<file path="src/sv/sem_pkg.sv">
`timescale 1ns / 1ps
package sem_pkg;

    localparam int PIX_W       = 24;
    localparam int CH_W        = 8;
    localparam int NUM_CH      = 3;
    localparam int CFG_IDX_W   = 2;
    localparam int CFG_DATA_W  = 16;
    localparam int FW_W        = 11;
    localparam int FH_W        = 16;
    localparam int ROW_W       = 16;
    localparam int IROW_W      = 17;
    localparam int GRAD_W      = 11;
    localparam int SQ_W        = 21;
    localparam int ROOT_IN_W   = 16;
    localparam int REM_W       = 11;
    localparam int STEP_W      = 3;
    localparam int ROOT_STEPS  = 8;
    localparam int MAX_WIDTH_DEFAULT = 1024;

    localparam logic [FW_W-1:0]      FRAME_WIDTH_RESET  = 11'd1024;
    localparam logic [FH_W-1:0]      FRAME_HEIGHT_RESET = 16'd768;
    localparam logic [SQ_W-1:0]      SAT_LIMIT          = 21'd64770;
    localparam logic [CH_W-1:0]      EDGE_MAX           = 8'd255;

    localparam logic [CFG_IDX_W-1:0] CFG_FRAME_WIDTH  = 2'd0;
    localparam logic [CFG_IDX_W-1:0] CFG_FRAME_HEIGHT = 2'd1;

    typedef enum logic [2:0] {
        ST_IDLE,
        ST_LOAD,
        ST_SQUARE,
        ST_ROOT_INIT,
        ST_ROOT,
        ST_OUTPUT
    } ctrl_state_t;

    typedef struct packed {
        logic accept;
        logic load;
        logic square;
        logic root_init;
        logic root_step;
        logic out_load;
    } ctrl_cmd_t;

    typedef struct packed {
        logic drop;
        logic emit;
        logic root_done;
        logic out_free;
    } dp_status_t;

endpackage

</file>
<file path="src/sv/sem_ctrl.sv">
`timescale 1ns / 1ps
module sem_ctrl
(
    input  logic                clk,
    input  logic                rst_n,
    input  logic                s_tvalid,
    output logic                s_tready,
    input  sem_pkg::dp_status_t status,
    output sem_pkg::ctrl_cmd_t  cmd
);

    sem_pkg::ctrl_state_t state_reg;
    sem_pkg::ctrl_state_t state_next;

    always_ff @(posedge clk or negedge rst_n)
    begin
        if (!rst_n)
        begin
            state_reg <= sem_pkg::ST_IDLE;
        end
        else
        begin
            state_reg <= state_next;
        end
    end

    always_comb
    begin
        state_next = state_reg;
        cmd        = '0;
        s_tready   = 1'b0;
        case (state_reg)
            sem_pkg::ST_IDLE:
            begin
                s_tready = 1'b1;
                if (s_tvalid && !status.drop)
                begin
                    cmd.accept = 1'b1;
                    state_next = sem_pkg::ST_LOAD;
                end
            end
            sem_pkg::ST_LOAD:
            begin
                cmd.load   = 1'b1;
                state_next = status.emit ? sem_pkg::ST_SQUARE : sem_pkg::ST_IDLE;
            end
            sem_pkg::ST_SQUARE:
            begin
                cmd.square = 1'b1;
                state_next = sem_pkg::ST_ROOT_INIT;
            end
            sem_pkg::ST_ROOT_INIT:
            begin
                cmd.root_init = 1'b1;
                state_next    = sem_pkg::ST_ROOT;
            end
            sem_pkg::ST_ROOT:
            begin
                cmd.root_step = 1'b1;
                if (status.root_done)
                begin
                    state_next = sem_pkg::ST_OUTPUT;
                end
            end
            sem_pkg::ST_OUTPUT:
            begin
                if (status.out_free)
                begin
                    cmd.out_load = 1'b1;
                    state_next   = sem_pkg::ST_IDLE;
                end
            end
            default:
            begin
                state_next = sem_pkg::ST_IDLE;
            end
        endcase
    end

endmodule

</file>
<file path="config.mk">
export PLATFORM = sky130hd
export DESIGN_NAME = sem_ctrl
export DESIGN_NICKNAME = d
export VERILOG_FILES = /design/src/sv/sem_pkg.sv /design/src/sv/sem_ctrl.sv
export SDC_FILE = /design/constraint.sdc
export NUM_CORES = 1
export LEC_CHECK = 0
export BUFFER_PORTS_ARGS = -buffer_cell sky130_fd_sc_hd__buf_4
export CAP_MARGIN = 20
export CORE_AREA = 2 2 39 41
export DETAILED_ROUTE_END_ITERATION = 7
export DIE_AREA = 0 0 41 43
export HOLD_SLACK_MARGIN = 0.02
export MAX_ROUTING_LAYER = met4
export PLACE_DENSITY = 0.43
export SETUP_SLACK_MARGIN = 0.15
export SYNTH_ARGS = -nofsm -noshare
export SYNTH_HDL_FRONTEND = slang
export SYNTH_SLANG_ARGS = --single-unit
</file>
<file path="constraint.sdc">
create_clock -name clk -period 3.1 [get_ports clk]
set_input_delay 0.155 -clock clk [delete_from_list [all_inputs] [get_ports clk]]
set_output_delay 0.155 -clock clk [all_outputs]
set_load 0.01 [all_outputs]
</file>
# Word level (Yosys, flattened, before mapping)
# Cells that the tools add are included.
# totals
input_bits	7
ff_bits	3
wordCells	27
# op_classes
mux	14
eq_ne	8
n_reduce_logical	4
# ops
op	n
one-hot mux 3 bit (6 select lines)	1
two-way mux 1 bit	9
two-way mux 3 bit	3
== test 3 x 2 -> 1 bit (second input constant)	2
== test 3 bit (second input constant)	2
!= test 2 bit (second input constant)	3
== test 3 x 1 -> 1 bit (second input constant)	1
logical NOT 3 bit	1
AND reduction 3 bit	1
two-way mux 2 bit	1
logical AND 1 bit	1
logical NOT 1 bit	1

# Depth between registers and ports, before layout
# Gate-level depths: netlist of run 1.
# depth
depth_word	4
depth_mapped	4
depth_no_buf	3

# Least setup slack after synthesis of run 1
# Ideal clock, no wire load.
# synth_path
kind	register -> output
startpoint	register state_reg[0]
endpoint	output cmd[5] (netlist bit)
path_slack_ns	1.891
stages_incl_launch_ff	4
path_buffers	1
arrival_ns	1.054
path_cell_list	dfrtp_1 buf_6 nor3_1 and2_1
# synth_lines
item	line	source
start, declared	sem_ctrl.sv:12	sem_pkg::ctrl_state_t state_reg;
start signal, assigned	sem_ctrl.sv:19	state_reg <= sem_pkg::ST_IDLE;
start signal, assigned	sem_ctrl.sv:23	state_reg <= state_next;
end, declared	sem_ctrl.sv:9	output sem_pkg::ctrl_cmd_t cmd

==> impl_metrics.toml, run 1 <==
[run_status]
status = "complete, no violations"

[yosys]
ys_top_cells_by_area = "dfrtp_1, and2_1, nor3b_2"
synth-compound-area-share = 0.115
synth-xor-area-share = 0
synth_mux_area_frac = 0.0513
synthesis.instances = 22
synthAdderAreaFrac = 0
syn_nets = 29
synthArstFlopShare = 1.00
yosys_warnings = 0
ys_ff_latch = 3
syn_area_sq_um = 195
yosys-top-cells-count = "dfrtp_1, nor2_1, and2_1, o21ai_0"
synth_top_family_by_area = "simple AND/OR/NAND/NOR gates"
synth-edff-count = 0
synth_area_leader_cell = "dfrtp_1"
synth_ff_type = "dfrtp_1"
yosys.area.top_type_share = 0.385
ys_types = 16
synth-simple-area-share = 0.372
yosysSeqAreaShare = 0.385
synth.avg_cell_area_sq_um = 8.87

[global_route]
overflow = 0
antenna_found_initial = 0
grt_use_total = 0.0700
grt_pass1_vias = 199
grt_max_degree = 9
grt_pass1_wl_um = 772

[pwr]
total_power_uw = 266
p_comb_frac = 0.435
pwr_density_cell_nw_per_um2 = 789
power.leakage_nw = 0.181
internal_power_uw = 169
power_switching_uw = 97.5
p_clk_frac = 0.273
ir_drop_mv = 0.244
p_sw_frac = 0.366
p_seq_frac = 0.292

[placed_design]
gp_congestion = 0.627
portBuffers = 13
dpl_cell_area_sq_um = 302
dp_hpwl_um = 367
pre_cts_ws_ns = 1.98
place_inst = 50

[drt]
firstDrtPassIters = 4
via_per_inst = 3.76
ant_nets = 0
drc = 0
vias = 207
drt-wirelength-per-cell_um = 9.29
drtIter0Drc = 5
wirelength_um = 511

[clock_network]
cts_root_buf = "clkbuf_4"
postCtsSetupBuffers = 0
cts_buffers = 3
cts.clk_slew.worst_paths_ns = 0.04
insertion_delay_ns = 0.24
cts_tree = "built"
cts_buffer_depth = 2
htreeDepth = 1
cts_sinks = 3

[final_layout]
stdcell_area_sq_um = 338
largest_reg_flops = 3
utilization = 0.244
nNetsFinal = 47
synthToLayoutAreaGrowth_pct = 73.1
diodes = 0
drive_gt1_frac = 0.436
instances_no_fill = 55

[floorplan]
die_h_um = 43
row_count = 14
fp.coreArea_sq_um = 1380
ios = 14
dieWidth_um = 41
start_util = 0.141
die_area_sq_um = 1760

[sta]
worst_clock_skew_ns = 0.00432
finalHoldViolCount = 0
rsz0062_at_grt = "false"
slew_viol_final = 0
max_freq_mhz = 728
worst_slew_pin_slew_ns = 0.247
setup_tns_ns = 0
setup_violations = 0
min_period_over_period = 0.443
fin_crit_ns = 1.37
max_slew_margin = 0.835
setup_ws_ns = 1.73
fin_hold_ws_ns = 0.126

[hold_path]
whs_path_depth = 2
hold_class = "input pin to flip-flop"
min_to = "state_reg[1]"
hp-start = "status[2]"

[setup_path]
path_cells = "nor3_1, and2_1, buf_4"
r2r.worst_path.cells = 2
arrival_ns = 1.22
cp.required_ns = 2.94
start_kind = "flip-flop"
r2r-start = "state_reg[0]"
crit_slowest_cell = "dfrtp_1"
cpPeakStageDelay_ns = 0.45
cp_top_family = "flip-flops"
cp-end-kind = "output port"
rrSetupSlack_ns = 2.08
criticalPathCategory = "flip-flop to output port"
worstPathMaxFanout = 8
r2r-end = "state_reg[2]"
path_buf_inv = 1

[run]
drv_cap = 0
## cell usage in the layout (no fill, tap or decap), drive strengths merged
| cell | n |
|---|---|
| nor3b | 1 |
| clkbuf | 4 |
| and3b | 1 |
| o21ai | 2 |
| dfrtp | 3 |
| nand2b | 1 |
| or2 | 1 |
| nand2 | 1 |
| dlygate4sd3 | 1 |
| and2 | 2 |
| nor2b | 1 |
| a21oi | 1 |
| nor2 | 3 |
| buf | 13 |
| inv | 1 |
| nor3 | 1 |
| mux2i | 1 |
| a21o | 1 |
## cell type report
type,instances,area [sq um]
Clock buffer,4,26.3
Fill cell,152,1050
Inverter,1,3.75
Multi-Input combinational cell,17,105
Sequential cell,3,75.1
Tap cell,16,20.0
Timing Repair Buffer,14,108
## logic make-up (layout without fill, tap and decap cells)
family	after synthesis	in the layout
flip-flops	3	3
multiplexers	1	1
AO/OA/AOI/OAI	4	4
buffers and inverters	2	19
AND/OR/NAND/NOR	12	12
## power groups by stage
| stage | clock network [mW] | registers (mW) | logic, mW |
|---|---|---|---|
| floorplan | 0 | 0.0643 | 0.0830 |
| global placement | 0 | 0.0771 | 0.118 |
| detailed placement | 0 | 0.0770 | 0.116 |
| CTS | 0.0748 | 0.0769 | 0.118 |
| global route | 0.0794 | 0.0796 | 0.130 |
| finish | 0.0728 | 0.0777 | 0.116 |
## what timing repair did
action                                  in CTS  in global routing
hold endpoints to repair                     3                  0
endpoints found under the setup margin       0                  0
hold buffers                                 1                  0
gates resized for setup                      0                  0
## worst max path at each step
stage / start / to / slack, ns / depth (start not counted)
2_1_floorplan: state_reg[0] / cmd[5] / 1.89 / 3
3_3_place_gp: state_reg[0] / cmd[5] / 1.95 / 3
3_5_place_dp: state_reg[0] / cmd[5] / 1.98 / 3
4_1_cts: state_reg[0] / cmd[5] / 1.70 / 3
5_1_grt: state_reg[0] / cmd[5] / 1.60 / 3
6_report: state_reg[0] / cmd[5] / 1.73 / 3
## routing by layer
layer	GRT usage	wire length (um)	vias up
met5	-	0	-
met4	0.0200	0	0
met3	0.0628	83	0
met2	0.0656	140	18
met1	0.103	287	82
li1	-	-	107
(Power assumes the default switching activity.)
==> inputs of run 2 (changes only) <==
Clock period 3.1 ns to 1.43 ns, I/O delays scaled along.
==> impl_metrics.toml, run 2 (same netlist as run 1, synthesis figures left out) <==
[floorplan]
die_area_sq_um = 1760
start_util = 0.141
dieWidth_um = 41
fp.coreArea_sq_um = 1380
ios = 14
row_count = 14
die_h_um = 43

[setup_path]
cp-end-kind = "output port"
criticalPathCategory = "flip-flop to output port"
crit_start = "state_reg[1]"
arrival_ns = 1.15
r2r.worst_path.cells = 2
cp.required_ns = 1.36
r2r-end = "state_reg[2]"
worstPathMaxFanout = 6
crit_end = "cmd[0]"
start_kind = "flip-flop"
r2r-start = "state_reg[2]"
rrSetupSlack_ns = 0.40

[drt]
vias = 213
drtIter0Drc = 6
ant_nets = 0
wirelength_um = 514
firstDrtPassIters = 2
drc = 0
via_per_inst = 3.80
drt-wirelength-per-cell_um = 9.18

[global_route]
grt_use_total = 0.0742
antenna_found_initial = 0
grt_use_met3 = 0.0628
top_usage_layer = "met1"
grt_use_met1 = 0.110
overflow = 0
grt_pass1_vias = 204
grt_pass1_wl_um = 821
use_met2 = 0.0719
grt_max_degree = 9

[sta]
finalHoldViolCount = 0
worst_clock_skew_ns = 0.00612
max_freq_mhz = 820
rsz0062_at_grt = "false"
setup_tns_ns = 0
setup_violations = 0
slew_viol_final = 0
max_slew_margin = 0.839
worst_slew_pin_slew_ns = 0.241
fin_crit_ns = 1.22
min_period_over_period = 0.853

[run_status]
status = "complete, no violations"

[clock_network]
cts_buffer_depth = 2
insertion_delay_ns = 0.24
htreeDepth = 1
cts_tree = "built"
cts_sinks = 3
cts.clk_slew.worst_paths_ns = 0.04
cts_buffers = 3
cts_root_buf = "clkbuf_4"

[final_layout]
nNetsFinal = 48
synthToLayoutAreaGrowth_pct = 84.0
diodes = 0
layout_commonest_cell = "buf_4"
drive_gt1_frac = 0.525
layout_common_cells = "buf_4, nor2_1, clkbuf_4"
largest_reg_flops = 3
instances_no_fill = 56
fill_cells = 154

[run]
drv_cap = 0

[pwr]
ir_drop_mv = 0.661
power.leakage_nw = 0.186
total_power_uw = 633
pwr_density_cell_nw_per_um2 = 1760

[hold_path]
hold_class = "input pin to flip-flop"

[placed_design]
gp_congestion = 0.623
place_inst = 50
portBuffers = 13
dp_hpwl_um = 362
## run 2: through the flow
stage | instance area [sq um] | setup WS, ns | utilization | hold WS (ns)
finish | 359 | 0.210 | 0.259 | 0.0424
CTS | 343 | 0.157 | 0.248 | 0.0405
global route | 359 | 0.147 | 0.259 | 0.0291
floorplan | 195 | 0.305 | - | -0.224
detailed placement | 302 | 0.364 | 0.218 | -0.138
global placement | 302 | 0.416 | 0.218 | -0.138
## run 2: how the worst min path moves through the flow
| stage | from | to | slack, ns | cells past startpoint |
|---|---|---|---|---|
| after floorplan | rst_n | state_reg[0] | -0.22 | 0 |
| after global placement | rst_n | state_reg[1] | -0.14 | 1 |
| after detailed placement | rst_n | state_reg[0] | -0.14 | 1 |
| after CTS | status[2] | state_reg[1] | 0.04 | 2 |
| after global routing | status[2] | state_reg[1] | 0.03 | 2 |
| final | status[2] | state_reg[1] | 0.04 | 2 |
## run 2: per-layer routing
metal  wire, um  part of all wire
met1        268              0.52
met2        161              0.31
met3         83              0.16
met4          0                 0
met5          0                 0
## run 2: repair_timing
action	4_1_cts	5_1_grt
setup buffers	0	1
resized for setup	1	3
endpoints found under the hold margin	3	0
setup endpoints to repair	1	4
hold buffers	1	0
## run 2: cell type report
class	instances	area, sq um	share of cell area
Tap cell	16	20.0	0.0557
Sequential cell	3	77.6	0.216
Clock buffer	4	26.3	0.0732
Inverter	1	3.75	0.0105
Multi-Input combinational cell	17	116	0.324
Timing Repair Buffer	15	115	0.321
## run 2: power by group
part | leakage [nW] | switching [mW] | internal (mW)
clock network | 0.0150 | 0.0514 | 0.105
logic | 0.135 | 0.123 | 0.176
registers | 0.0364 | 0.0583 | 0.120
## run 2: worst max-delay path: stages, from the launching register on
cell      delay [ns]
dfrtp_2         0.44
nand2b_1        0.20
nor2_1          0.13
buf_4           0.13
